$ cat config.mk
export PLATFORM = sky130hd
export DESIGN_NAME = sha1_stream_hasher_core_flat
export DESIGN_NICKNAME = d
export VERILOG_FILES = /design/src/rtl/sha1sh_pkg.sv /design/src/rtl/sha1sh_if.sv /design/src/rtl/sha1sh_sched.sv /design/src/rtl/sha1sh_round.sv /design/src/rtl/sha1_stream_hasher_core.sv /design/src/flat_wrapper.sv
export SDC_FILE = /design/constraint.sdc
export NUM_CORES = 2
export LEC_CHECK = 0
export BUFFER_PORTS_ARGS = -buffer_cell sky130_fd_sc_hd__buf_2
export CELL_PAD_IN_SITES_DETAIL_PLACEMENT = 1
export CELL_PAD_IN_SITES_GLOBAL_PLACEMENT = 1
export CORE_MARGIN = 3
export CORE_UTILIZATION = 45
export DETAILED_ROUTE_END_ITERATION = 10
export PLACE_DENSITY_LB_ADDON = 0.1
export REMOVE_ABC_BUFFERS = 1
export SYNTH_ARGS = -nofsm -noshare
export SYNTH_HDL_FRONTEND = slang
export SYNTH_SLANG_ARGS = --single-unit
$ cat constraint.sdc
create_clock -name clk -period 17.9 [get_ports clk]
set_input_delay 0.895 -clock clk [delete_from_list [all_inputs] [get_ports clk]]
set_output_delay 0.895 -clock clk [all_outputs]
set_load 0.005 [all_outputs]
$ cat src/rtl/sha1sh_pkg.sv
// shared constants, control structs and a helper function of the sha-1 stream hasher
package sha1sh_pkg;

  localparam int unsigned WORD_W  = 32;
  localparam int unsigned NUM_H   = 5;
  localparam int unsigned WIN_LEN = 16;

  localparam logic [6:0] LAST_ROUND = 7'd79;
  localparam logic [5:0] LEN_POS    = 6'd56;
  localparam logic [5:0] LAST_POS   = 6'd63;
  localparam logic [2:0] LAST_INDEX = 3'd4;
  localparam logic [7:0] PAD_BYTE   = 8'h80;

  localparam logic [31:0] K0 = 32'h5A827999;
  localparam logic [31:0] K1 = 32'h6ED9EBA1;
  localparam logic [31:0] K2 = 32'h8F1BBCDC;
  localparam logic [31:0] K3 = 32'hCA62C1D6;

  localparam logic [31:0] IV [NUM_H] = '{
    32'h67452301, 32'hEFCDAB89, 32'h98BADCFE, 32'h10325476, 32'hC3D2E1F0
  };

  // schedule window control
  typedef struct packed {
    logic       push;
    logic       step;
    logic [7:0] push_byte;
  } sched_ctl_t;

  // round unit control
  typedef struct packed {
    logic       load;
    logic       step;
    logic [6:0] rnd;
  } round_ctl_t;

  function automatic logic [31:0] rotl32(input logic [31:0] x, input int unsigned n);
    return (x << n) | (x >> (WORD_W - n));
  endfunction

endpackage

$ cat src/rtl/sha1sh_if.sv
// handshake channels: message bytes in, digest words out
interface sha1sh_msg_if;
  logic       valid;
  logic       ready;
  logic [7:0] data_byte;
  logic       has_byte;
  logic       start_message;
  logic       end_message;

  modport source (output valid, data_byte, has_byte, start_message, end_message,
                  input ready);
  modport sink   (input valid, data_byte, has_byte, start_message, end_message,
                  output ready);
endinterface

interface sha1sh_dig_if;
  logic        valid;
  logic        ready;
  logic [31:0] digest_word;
  logic [2:0]  word_index;
  logic        last_word;

  modport source (output valid, digest_word, word_index, last_word, input ready);
  modport sink   (input valid, digest_word, word_index, last_word, output ready);
endinterface

$ cat src/rtl/sha1sh_sched.sv
// block buffer and message schedule window, one 16-word shift line
module sha1sh_sched (
  input  logic                   clk,
  input  sha1sh_pkg::sched_ctl_t ctl,
  output logic [31:0]            w0
);
  import sha1sh_pkg::*;

  logic [31:0] win      [WIN_LEN];
  logic [31:0] win_next [WIN_LEN];
  logic [31:0] expand;

  assign expand = rotl32(win[13] ^ win[8] ^ win[2] ^ win[0], 1);
  assign w0     = win[0];

  always_comb begin
    for (int i = 0; i < WIN_LEN; i++) begin
      win_next[i] = win[i];
    end
    if (ctl.push) begin
      // bytes enter at the tail, the oldest byte ends up in the top of word 0
      for (int i = 0; i < WIN_LEN - 1; i++) begin
        win_next[i] = {win[i][23:0], win[i + 1][31:24]};
      end
      win_next[WIN_LEN - 1] = {win[WIN_LEN - 1][23:0], ctl.push_byte};
    end else if (ctl.step) begin
      for (int i = 0; i < WIN_LEN - 1; i++) begin
        win_next[i] = win[i + 1];
      end
      win_next[WIN_LEN - 1] = expand;
    end
  end

  always_ff @(posedge clk) begin
    for (int i = 0; i < WIN_LEN; i++) begin
      win[i] <= win_next[i];
    end
  end

endmodule

$ cat src/rtl/sha1sh_round.sv
// shared sha-1 round unit with its five working registers
module sha1sh_round (
  input  logic                   clk,
  input  sha1sh_pkg::round_ctl_t ctl,
  input  logic [31:0]            h [sha1sh_pkg::NUM_H],
  input  logic [31:0]            w,
  output logic [31:0]            v [sha1sh_pkg::NUM_H]
);
  import sha1sh_pkg::*;

  logic [31:0] f;
  logic [31:0] k;
  logic [31:0] t;

  always_comb begin
    if (ctl.rnd inside {[7'd0:7'd19]}) begin
      f = (v[1] & v[2]) | (~v[1] & v[3]);
      k = K0;
    end else if (ctl.rnd inside {[7'd20:7'd39]}) begin
      f = v[1] ^ v[2] ^ v[3];
      k = K1;
    end else if (ctl.rnd inside {[7'd40:7'd59]}) begin
      f = (v[1] & v[2]) | (v[1] & v[3]) | (v[2] & v[3]);
      k = K2;
    end else begin
      f = v[1] ^ v[2] ^ v[3];
      k = K3;
    end
    t = rotl32(v[0], 5) + f + v[4] + k + w;
  end

  always_ff @(posedge clk) begin
    if (ctl.load) begin
      for (int i = 0; i < NUM_H; i++) begin
        v[i] <= h[i];
      end
    end else if (ctl.step) begin
      v[0] <= t;
      v[1] <= v[0];
      v[2] <= rotl32(v[1], 30);
      v[3] <= v[2];
      v[4] <= v[3];
    end
  end

endmodule

$ cat src/rtl/sha1_stream_hasher_core.sv
// top level: sequencer, hash words, length counter and digest output register
//
// channel  | dir  | payload
// msg      | sink | data_byte[7:0], has_byte, start_message, end_message
// digest   | src  | digest_word[31:0], word_index[2:0], last_word
//
// a byte item is pushed into the block; the item that fills a 64-byte block also runs
// the 80 rounds through the one round unit, then the hash update
// an end item pushes its padding bytes (9 to 72), runs the rounds and the hash
// update for each padded block, then outputs the five digest words
// rst is synchronous and restores the initial hash words and a zero length
// msg.ready is low while a block or digest is in progress; a stalled digest
// word holds in the output register
module sha1_stream_hasher_core (
  input  logic         clk,
  input  logic         rst,
  sha1sh_msg_if.sink   msg,
  sha1sh_dig_if.source digest
);
  import sha1sh_pkg::*;

  typedef enum logic [4:0] {
    ST_IDLE  = 5'b00001,
    ST_PAD   = 5'b00010,
    ST_ROUND = 5'b00100,
    ST_FINAL = 5'b01000,
    ST_EMIT  = 5'b10000
  } state_t;

  state_t      state, state_next;
  logic [31:0] h      [NUM_H];
  logic [31:0] h_next [NUM_H];
  logic [31:0] v      [NUM_H];
  logic [63:0] count, count_next;
  logic [63:0] cnt_base;
  logic [63:0] len_bits, len_bits_next;
  logic [5:0]  fill, fill_next;
  logic [5:0]  fill_base;
  logic [6:0]  rnd, rnd_next;
  logic [2:0]  emit_idx, emit_idx_next;
  logic        finishing, finishing_next;
  logic        sent80, sent80_next;
  logic        extra, extra_next;
  logic        out_valid, out_valid_next;
  logic [31:0] out_word, out_word_next;
  logic [2:0]  out_index, out_index_next;
  logic        out_last, out_last_next;
  logic        accept;
  logic [31:0] w0;

  sched_ctl_t  sched_ctl;
  round_ctl_t  round_ctl;

  assign msg.ready          = (state == ST_IDLE);
  assign accept             = msg.valid && msg.ready;
  assign digest.valid       = out_valid;
  assign digest.digest_word = out_word;
  assign digest.word_index  = out_index;
  assign digest.last_word   = out_last;

  sha1sh_sched u_sched (
    .clk (clk),
    .ctl (sched_ctl),
    .w0  (w0)
  );

  sha1sh_round u_round (
    .clk (clk),
    .ctl (round_ctl),
    .h   (h),
    .w   (w0),
    .v   (v)
  );

  always_comb begin
    state_next     = state;
    count_next     = count;
    len_bits_next  = len_bits;
    fill_next      = fill;
    rnd_next       = rnd;
    emit_idx_next  = emit_idx;
    finishing_next = finishing;
    sent80_next    = sent80;
    extra_next     = extra;
    out_valid_next = out_valid;
    out_word_next  = out_word;
    out_index_next = out_index;
    out_last_next  = out_last;
    for (int i = 0; i < NUM_H; i++) begin
      h_next[i] = h[i];
    end
    cnt_base  = msg.start_message ? 64'd0 : count;
    fill_base = msg.start_message ? 6'd0 : fill;

    sched_ctl.push      = 1'b0;
    sched_ctl.step      = 1'b0;
    sched_ctl.push_byte = msg.data_byte;
    // working registers track the hash words until the rounds begin
    round_ctl.load      = (state != ST_ROUND);
    round_ctl.step      = (state == ST_ROUND);
    round_ctl.rnd       = rnd;

    if (digest.ready) begin
      out_valid_next = 1'b0;
    end

    case (state)
      ST_IDLE: begin
        if (accept) begin
          count_next = cnt_base;
          fill_next  = fill_base;
          if (msg.start_message) begin
            for (int i = 0; i < NUM_H; i++) begin
              h_next[i] = IV[i];
            end
          end
          if (msg.has_byte) begin
            sched_ctl.push = 1'b1;
            count_next     = cnt_base + 64'd1;
            fill_next      = fill_base + 6'd1;
          end
          if (msg.end_message) begin
            finishing_next = 1'b1;
            sent80_next    = 1'b0;
            extra_next     = 1'b0;
            len_bits_next  = (msg.has_byte ? cnt_base + 64'd1 : cnt_base) << 3;
          end
          if (msg.has_byte && fill_base == LAST_POS) begin
            state_next = ST_ROUND;
            rnd_next   = 7'd0;
          end else if (msg.end_message) begin
            state_next = ST_PAD;
          end
        end
      end
      ST_PAD: begin
        sched_ctl.push = 1'b1;
        if (!sent80) begin
          sched_ctl.push_byte = PAD_BYTE;
          sent80_next         = 1'b1;
          // no room left for the length in this block
          extra_next          = (fill >= LEN_POS);
        end else if (fill < LEN_POS || extra) begin
          sched_ctl.push_byte = 8'h00;
        end else begin
          sched_ctl.push_byte = len_bits[63:56];
          len_bits_next       = len_bits << 8;
        end
        fill_next = fill + 6'd1;
        if (fill == LAST_POS) begin
          state_next = ST_ROUND;
          rnd_next   = 7'd0;
        end
      end
      ST_ROUND: begin
        sched_ctl.step = 1'b1;
        rnd_next       = rnd + 7'd1;
        if (rnd == LAST_ROUND) begin
          state_next = ST_FINAL;
        end
      end
      ST_FINAL: begin
        for (int i = 0; i < NUM_H; i++) begin
          h_next[i] = h[i] + v[i];
        end
        extra_next = 1'b0;
        if (!finishing) begin
          state_next = ST_IDLE;
        end else if (!sent80 || extra) begin
          state_next = ST_PAD;
        end else begin
          state_next    = ST_EMIT;
          emit_idx_next = 3'd0;
        end
      end
      ST_EMIT: begin
        if (!out_valid || digest.ready) begin
          out_valid_next = 1'b1;
          out_word_next  = h[emit_idx];
          out_index_next = emit_idx;
          out_last_next  = (emit_idx == LAST_INDEX);
          emit_idx_next  = emit_idx + 3'd1;
          if (emit_idx == LAST_INDEX) begin
            // last digest word issued: next bytes open a new message
            for (int i = 0; i < NUM_H; i++) begin
              h_next[i] = IV[i];
            end
            count_next     = 64'd0;
            fill_next      = 6'd0;
            finishing_next = 1'b0;
            state_next     = ST_IDLE;
          end
        end
      end
      default: begin
        state_next = ST_IDLE;
      end
    endcase
  end

  always_ff @(posedge clk) begin
    if (rst) begin
      state     <= ST_IDLE;
      count     <= 64'd0;
      fill      <= 6'd0;
      finishing <= 1'b0;
      sent80    <= 1'b0;
      extra     <= 1'b0;
      out_valid <= 1'b0;
      rnd       <= 7'd0;
      emit_idx  <= 3'd0;
      for (int i = 0; i < NUM_H; i++) begin
        h[i] <= IV[i];
      end
    end else begin
      state     <= state_next;
      count     <= count_next;
      fill      <= fill_next;
      finishing <= finishing_next;
      sent80    <= sent80_next;
      extra     <= extra_next;
      out_valid <= out_valid_next;
      rnd       <= rnd_next;
      emit_idx  <= emit_idx_next;
      for (int i = 0; i < NUM_H; i++) begin
        h[i] <= h_next[i];
      end
    end
  end

  always_ff @(posedge clk) begin
    len_bits  <= len_bits_next;
    out_word  <= out_word_next;
    out_index <= out_index_next;
    out_last  <= out_last_next;
  end

endmodule

$ cat src/flat_wrapper.sv
// flat-port wrapper written by rule: the top's interface ports become plain ports
module sha1_stream_hasher_core_flat import sha1sh_pkg::*;
  (clk, rst, msg_valid, msg_data_byte, msg_has_byte, msg_start_message, msg_end_message, msg_ready, digest_valid, digest_digest_word, digest_word_index, digest_last_word, digest_ready);
  sha1sh_msg_if msg_i ();
  sha1sh_dig_if digest_i ();
  input  logic clk;
  input  logic rst;
  input wire logic [$bits(msg_i.valid)-1:0] msg_valid;
  input wire logic [$bits(msg_i.data_byte)-1:0] msg_data_byte;
  input wire logic [$bits(msg_i.has_byte)-1:0] msg_has_byte;
  input wire logic [$bits(msg_i.start_message)-1:0] msg_start_message;
  input wire logic [$bits(msg_i.end_message)-1:0] msg_end_message;
  output wire logic [$bits(msg_i.ready)-1:0] msg_ready;
  output wire logic [$bits(digest_i.valid)-1:0] digest_valid;
  output wire logic [$bits(digest_i.digest_word)-1:0] digest_digest_word;
  output wire logic [$bits(digest_i.word_index)-1:0] digest_word_index;
  output wire logic [$bits(digest_i.last_word)-1:0] digest_last_word;
  input wire logic [$bits(digest_i.ready)-1:0] digest_ready;
  assign msg_i.valid = msg_valid;
  assign msg_i.data_byte = msg_data_byte;
  assign msg_i.has_byte = msg_has_byte;
  assign msg_i.start_message = msg_start_message;
  assign msg_i.end_message = msg_end_message;
  assign msg_ready = msg_i.ready;
  assign digest_valid = digest_i.valid;
  assign digest_digest_word = digest_i.digest_word;
  assign digest_word_index = digest_i.word_index;
  assign digest_last_word = digest_i.last_word;
  assign digest_i.ready = digest_ready;
  sha1_stream_hasher_core u_core (.clk(clk), .rst(rst), .msg(msg_i), .digest(digest_i));
endmodule
=== Word-level counts from Yosys, hierarchy flattened ===
Memories as Yosys holds them, arrays and structs flattened.
Cells that the tools add are included.

* Memory bits (read-only): 0
* Bits in writable memories: 512
* Word-level logic and storage cells: 190
* Bits in registers: 509
* Output and inout port bits: 38
* Bits of input ports: 15
* Memories: 1
* Latch bits: 0

* Shift operators: 0
* Multiply operators: 0
* $lt $le $gt $ge: 9
* Eq/ne operators: 24
* Divide/modulo/power cells: 0
* $add $sub $neg: 14
* Bitwise operators: 17
* Mux-type cells: 73
* Reduce and logical (&&, ||, !) cells: 29

{| class="wikitable"
|+ Memories
! memory !! depth !! bits a word !! rd ports !! clocked after Yosys merged registers in !! wr ports !! line !! text
|-
| u_core.u_sched.win || 16 || 32 || 16 || 0 || 16 || sha1sh_sched.sv:9 || <nowiki>logic [31:0] win [WIN_LEN];</nowiki>
|}

{| class="wikitable"
|+ Operators by type and width
! cell !! number
|-
| $mux W512 || 2
|-
| $mux W160 || 6
|-
| $mux W64 || 9
|-
| $pmux W160 S3 || 1
|-
| $add A32 B32 Y32 || 9
|-
| $pmux W64 S2 || 2
|-
| $mux W32 || 7
|-
| $xor A32 B32 Y32 || 5
|-
| $and A32 B32 Y32 || 4
|-
| $bmux W32 S3 || 1
|-
| $or A32 B32 Y32 || 3
|-
| $add A64 B1 Y64 const B || 1
|-
| $mux W5 || 9
|-
| $not A32 Y32 || 1
|-
| $or A32 B1 Y32 || 1
|-
| $or A32 B30 Y32 || 1
|-
| $or A32 B5 Y32 || 1
|-
| $mux W31 || 1
|-
| $mux W6 || 5
|-
| $pmux W5 S5 || 1
|-
| $mux W8 || 3
|-
| $mux W7 || 3
|-
| $pmux W7 S3 || 1
|-
| $reduce_and A4 Y1 || 5
|-
| other kinds (39) || 84
|}

=== Longest topological paths before layout ===
* Depth after elaboration: 12
* Mapped depth: 27
* Gate-level depth less buffers: 25

=== Cells and area by module ===
From an unflattened synthesis, not the netlist that was laid out.

* Cell total of the unflattened synthesis: 5141
* Area, all modules: 60267.8 um^2

{| class="wikitable"
|+ Modules (own cells, without submodules)
! module !! instances !! cells each !! area an instance (um^2) !! sequential area each (um^2)
|-
| sha1sh_sched || 1 || 1214 || 24566.1 || 15374.7
|-
| sha1_stream_hasher_core || 1 || 2740 || 23120.9 || 7837.5
|-
| sha1sh_round || 1 || 1187 || 12580.8 || 4804.6
|}

=== Worst setup path before layout ===
Ideal clock, no wire load.

* Path kind: register -> register
* Start point: reg u_core.state[2] (netlist name)
* End point: mem u_core.u_sched.win[0][0] (enable)
* Setup slack: 3.678 ns
* Clock period less this slack: 14.222 ns
* Arrival time: 10.590 ns
* Cell stages (with the launch flop): 12
* Path buffers: 5
* Library setup time: 3.632 ns
* Data required time: 14.268 ns
* Path through: dfxtp_1 clkbuf_1 nor2_1 nand3_1 inv_1 and2_0 clkbuf_1 a21oi_1 clkbuf_1 buf_2 buf_1 nand2_1

{| class="wikitable"
|+ RTL lines
! item !! line
|-
| end, declared || sha1sh_sched.sv:9
|}

=== Worst setup path in the final report ===
* Start point: reg u_core.rnd[0]
* End point: reg u_core.u_round.v[159] in the netlist's numbering

* Cells in the longest elaborated chain, start to end: 11
* Elaborated cells on any way between the ends: 21
* Classes of those cells: add/sub: 4; order compare: 6; mux: 8; reduce/logical: 3

{| class="wikitable"
|+ RTL lines
! item !! line !! text
|-
| start, declared || sha1_stream_hasher_core.sv:39 || <nowiki>logic [6:0] rnd, rnd_next;</nowiki>
|-
| start signal, assigned || sha1_stream_hasher_core.sv:223 || <nowiki>rnd <= rnd_next;</nowiki>
|-
| $ge A7 B6 Y1 / $le A7 B6 Y1 (equally long branches) || sha1sh_round.sv:22 || <nowiki>end else if (ctl.rnd inside {[7'd40:7'd59]}) begin</nowiki>
|-
| $logic_and A1 B1 Y1 || sha1sh_round.sv:22 ||
|-
| $mux W32 || sha1sh_round.sv:22 ||
|-
| $mux W32 || sha1sh_round.sv:19 || <nowiki>end else if (ctl.rnd inside {[7'd20:7'd39]}) begin</nowiki>
|-
| $mux W32 || sha1sh_round.sv:16 || <nowiki>if (ctl.rnd inside {[7'd0:7'd19]}) begin</nowiki>
|-
| $add A32 B32 Y32 (2 in series) || sha1sh_round.sv:29 || <nowiki>t = rotl32(v[0], 5) + f + v[4] + k + w;</nowiki>
|-
| $add A32 B32 Y32 (*) (2 in series) || sha1sh_round.sv:29 ||
|-
| $mux W160 (*) || sha1sh_round.sv:37 || <nowiki>end else if (ctl.step) begin</nowiki>
|-
| $mux W160 (*) || sha1sh_round.sv:33 || <nowiki>if (ctl.load) begin</nowiki>
|-
| end signal, assigned by index || sha1sh_round.sv:35 || <nowiki>v[i] <= h[i];</nowiki>
|-
| end, declared || sha1sh_round.sv:7 || <nowiki>output logic [31:0] v [sha1sh_pkg::NUM_H]</nowiki>
|}

Mark *: on every way between the ends. The rest lies on a longest branch, timed or not. The select of a mux whose other input is x is not followed.
A chain may end at the register's enable or synchronous reset.

==> impl_table.tex <==
\begin{tabular}{lr}
\hline
Metric & Value \\
\hline
\multicolumn{2}{l}{\textbf{Status}} \\
\quad Run status & finished clean \\
\multicolumn{2}{l}{\textbf{CTS}} \\
\quad Clock network latency to the later pin of the worst-skew pair & 0.74 ns \\
\quad Root Buffer & clkbuf\_16 \\
\quad Cts hold-fix bufs & 0 \\
\quad Clock transition at the register clock pins on the worst setup and hold paths after CTS & 0.06 ns \\
\quad Post-CTS setup repair buffer count & 0 \\
\quad Total clock buffers created by CTS & 115 \\
\quad TritonCTS clock tree & yes \\
\quad Count of instances resized after the clock tree is built & 0 \\
\quad Max Buffers Root-to-Sink & 3 \\
\quad Sink count of the clock tree & 1,015 \\
\quad H-tree lvl count & 3 \\
\multicolumn{2}{l}{\textbf{Detailed routing}} \\
\quad Residual antenna-violating net count after detailed routing & 0 \\
\quad DRT Wirelength & 159 mm \\
\quad Post-detailed-route DRC marker count & 0 \\
\quad Average wire length per cell after detail routing & 22.9 µm \\
\quad Iteration count of the initial detailed-routing pass & 5 \\
\quad Average via count per standard cell & 5.73 \\
\quad First DRT Iteration DRCs & 2,607 \\
\quad Number of vias in the routed layout & 39,700 \\
\multicolumn{2}{l}{\textbf{Worst setup path}} \\
\quad Category of the worst setup path capture point & flip-flop \\
\quad Standard cell with the maximum stage delay on the critical path & nand2\_1 \\
\quad Setup crit start kind & flip-flop \\
\quad CP peak stage delay & 0.63 ns \\
\quad Setup CP Type & reg -> reg \\
\quad Worst Path Required & 18.47 ns \\
\quad Largest driver fanout on the critical path & 38 \\
\quad WP data arrival & 8.19 ns \\
\quad Most frequent CP cell & fa\_1 \\
\multicolumn{2}{l}{\textbf{Placed design}} \\
\quad Detail Placement HPWL & 110 mm \\
\quad \# placed instances & 6,717 \\
\quad Instance area at placement & 0.0576 mm² \\
\quad Number of buffer cells added on primary ports & 52 \\
\quad Final Wtd Congestion & 0.891 \\
\multicolumn{2}{l}{\textbf{STA}} \\
\quad Final setup violation count & 0 \\
\quad Total negative slack for setup checks & 0 ns \\
\quad Maximum frequency from static timing analysis & 131 MHz \\
\quad Final min period & 7.62 ns \\
\quad Transition at the pin with the smallest max-transition slack & 1.22 ns \\
\quad RSZ-0062 raised after global routing & no \\
\quad Max Slew Vio Count & 0 \\
\quad Worst Skew & 0.0331 ns \\
\quad Headroom to the max-slew limit & 18.6\% \\
\quad Count of final hold-check violations & 0 \\
\quad Period Utilization, post-route & 42.6\% \\
\multicolumn{2}{l}{\textbf{Synth}} \\
\quad Cell area after technology mapping & 0.0558 mm² \\
\quad Syn Inst Count & 5,230 \\
\quad Sequential-to-total area share from yosys stat & 47.4\% \\
\quad Flop and latch count out of synthesis & 1,015 \\
\quad Number of synthesized flops with an enable pin & 609 \\
\quad Post-Synthesis Mean Instance Area & 10.7 µm² \\
\quad Yosys warning count & 0 \\
\quad Library cell with the highest instance count after synthesis & nand2\_1 \\
\quad Distinct cell type count of the synthesized netlist & 94 \\
\quad Cells taking the most area after synthesis & edfxtp\_1, dfxtp\_1, mux2\_2 \\
\quad Portion of synthesized cell area occupied by the leading cell type & 32.8\% \\
\quad Post-synth top flop & edfxtp\_1 \\
\quad Yosys top cell by area & edfxtp\_1 \\
\quad Top cells by instance count after synthesis & nand2\_1, edfxtp\_1, mux2\_2, dfxtp\_1, nor2\_1 \\
\quad Share of synthesized flip-flops with an asynchronous set or reset & 0\% \\
\multicolumn{2}{l}{\textbf{Floorplan}} \\
\quad Overall die area & 0.128 mm² \\
\quad Count of standard-cell rows & 128 \\
\quad Die outline width & 358 µm \\
\quad Floorplan Core Area & 0.122 mm² \\
\quad I/O pins & 53 \\
\quad Initial cell density of the core & 45.6\% \\
\quad Vertical extent of the die & 358 µm \\
\multicolumn{2}{l}{\textbf{GRT}} \\
\quad Total global-route track usage & 24.6\% \\
\quad Total overflow reported by the global router & 0 \\
\quad Wire length of the first global-routing pass & 245 mm \\
\quad Vias in the first global route & 41,200 \\
\quad Pin count of the biggest net entering global routing & 188 \\
\quad Antenna violations before repair & 5 \\
\multicolumn{2}{l}{\textbf{Power and ir drop}} \\
\quad P\_int & 6.44 mW \\
\quad Leak pwr & 23.3 nW \\
\quad Switching Share & 35.5\% \\
\quad Power density over cell area & 162 mW/mm² \\
\quad Combinational group share of total power & 36.0\% \\
\quad Clock share of power & 25.2\% \\
\quad Sequential group share of total power & 38.8\% \\
\quad Sw Pwr & 3.54 mW \\
\quad Max rail drop VDD & 0.142 mV \\
\multicolumn{2}{l}{\textbf{Finish}} \\
\quad Fin cells & 6,938 \\
\quad Sequential cell area & 0.0264 mm² \\
\quad Layout cells sized above 1 & 14.9\% \\
\quad Area growth syn-to-layout & 10.5\% \\
\quad Multi-input gate area & 0.0277 mm² \\
\quad Final net count & 5,577 \\
\quad \# fillers & 13,200 \\
\quad Post-Layout Inst Area & 0.0616 mm² \\
\multicolumn{2}{l}{\textbf{Hold path}} \\
\quad Worst Hold Class & reg -> reg \\
\multicolumn{2}{l}{\textbf{Flow run}} \\
\quad Number of max-cap violations & 0 \\
\hline
\end{tabular}
[layer usage]
| metal | vias up | wire length [µm] | GRT usage [%] |
|---|---|---|---|
| li1 | 18700 | - | - |
| met1 | 20100 | 74100 | 34.6 |
| met5 | - | 0 | 0 |
| met2 | 724 | 72800 | 39.4 |
| met3 | 213 | 8050 | 4.15 |
| met4 | 0 | 3570 | 6.54 |
[logic make-up after synthesis]
kind of cell               after synthesis  synth area share [%]
muxes                                  535                  10.7
AOI/OAI and AO/OA                     1022                  11.7
DFF                                   1015                  47.4
xor gates and xnor gates               316                  4.96
adders and majority gates              353                  9.60
and+or+nand+nor                       1534                  12.6
buffers and inverters                  455                  3.18
[power by group through the flow]
stage	Sequential [mW]	Combinational [mW]	Clock, mW
2_1_floorplan	3.85	3.40	0
3_3_place_gp	3.90	3.49	0
3_5_place_dp	3.92	3.57	0
4_1_cts	3.88	3.60	2.58
5_1_grt	3.95	3.99	2.68
6_report	3.87	3.60	2.51
[worst max-delay path, delay by kind of cell, from the launching register on]
kind | cells | cell delay, ns
AO/OA/AOI/OAI | 6 | 1.01
XOR/XNOR | 1 | 0.18
adder cells (fa/ha/maj) | 6 | 2.23
buffers and inverters | 5 | 1.09
flip-flops | 1 | 0.34
AND/OR/NAND/NOR | 9 | 2.57
[registers in the layout, indices dropped and copies added (netlist names), 3 cells and up]
signal,cells
u_core.h,160
u_core.u_round.v,160
u_core.rnd,7
u_core.len_bits,61
u_core.digest.word_index,3
u_core.u_sched.win,512
u_core.count,61
u_core.emit_idx,3
u_core.digest.digest_word,32
u_core.fill,6
u_core.state,5
[per-stage QoR]
stage | setup slack [ns] | total power [mW] | hold WS (ns) | util (%)
global route | 9.79 | 10.6 | 0.459 | 50.4
global placement | 10.68 | 7.39 | 0.438 | 47.1
detailed placement | 10.46 | 7.49 | 0.466 | 47.1
CTS | 10.39 | 10.1 | 0.407 | 50.4
floorplan | -64.41 | 7.24 | 0.422 | -
finish | 10.28 | 9.99 | 0.468 | 50.4
[area by class of cell]
cell class	count	share of cell area (%)
diodes	3	0.0122
inverters	216	1.32
clock inverters	71	1.49
clock buffers	147	5.05
flip-flops and latches	1015	42.9
well taps	1625	3.30
repair buffers	101	1.05
multi-input cells	3760	44.9
[placed cells by master, fill, tap and decap left out, types with 66 or more instances in the layout]
cell type / synthesis / routed
nand2_1: 657 / 656
edfxtp_1: 609 / 609
mux2_2: 463 / 463
dfxtp_1: 406 / 403
nor2_1: 385 / 382
a21oi_1: 273 / 272
o21ai_0: 238 / 238
ha_1: 228 / 228
inv_1: 216 / 216
xnor2_1: 206 / 206
fa_1: 125 / 125
clkbuf_16: 0 / 117
xor2_1: 110 / 110
nand2b_1: 100 / 99
a21o_1: 87 / 86
o22ai_1: 83 / 83
a22oi_1: 75 / 75
mux2i_1: 71 / 71
nor2b_1: 70 / 70
nand3_1: 66 / 66
[path summary, 6_finish.rpt]
kind                                       from                             to  slack [ns]  depth (start not counted)
setup / recovery     u_core.rnd[0]$_SDFFE_PP0P_  u_core.u_round.v[159]$_DFF_P_       10.28                         27
hold / removal    u_core.count[30]$_SDFFE_PP0P_  u_core.count[30]$_SDFFE_PP0P_        0.47                          2
hold reg to reg   u_core.count[30]$_SDFFE_PP0P_  u_core.count[30]$_SDFFE_PP0P_        0.47                          2
setup reg to reg     u_core.rnd[0]$_SDFFE_PP0P_  u_core.u_round.v[159]$_DFF_P_       10.28                         27
Note: power is estimated with default switching activity, not from simulation.
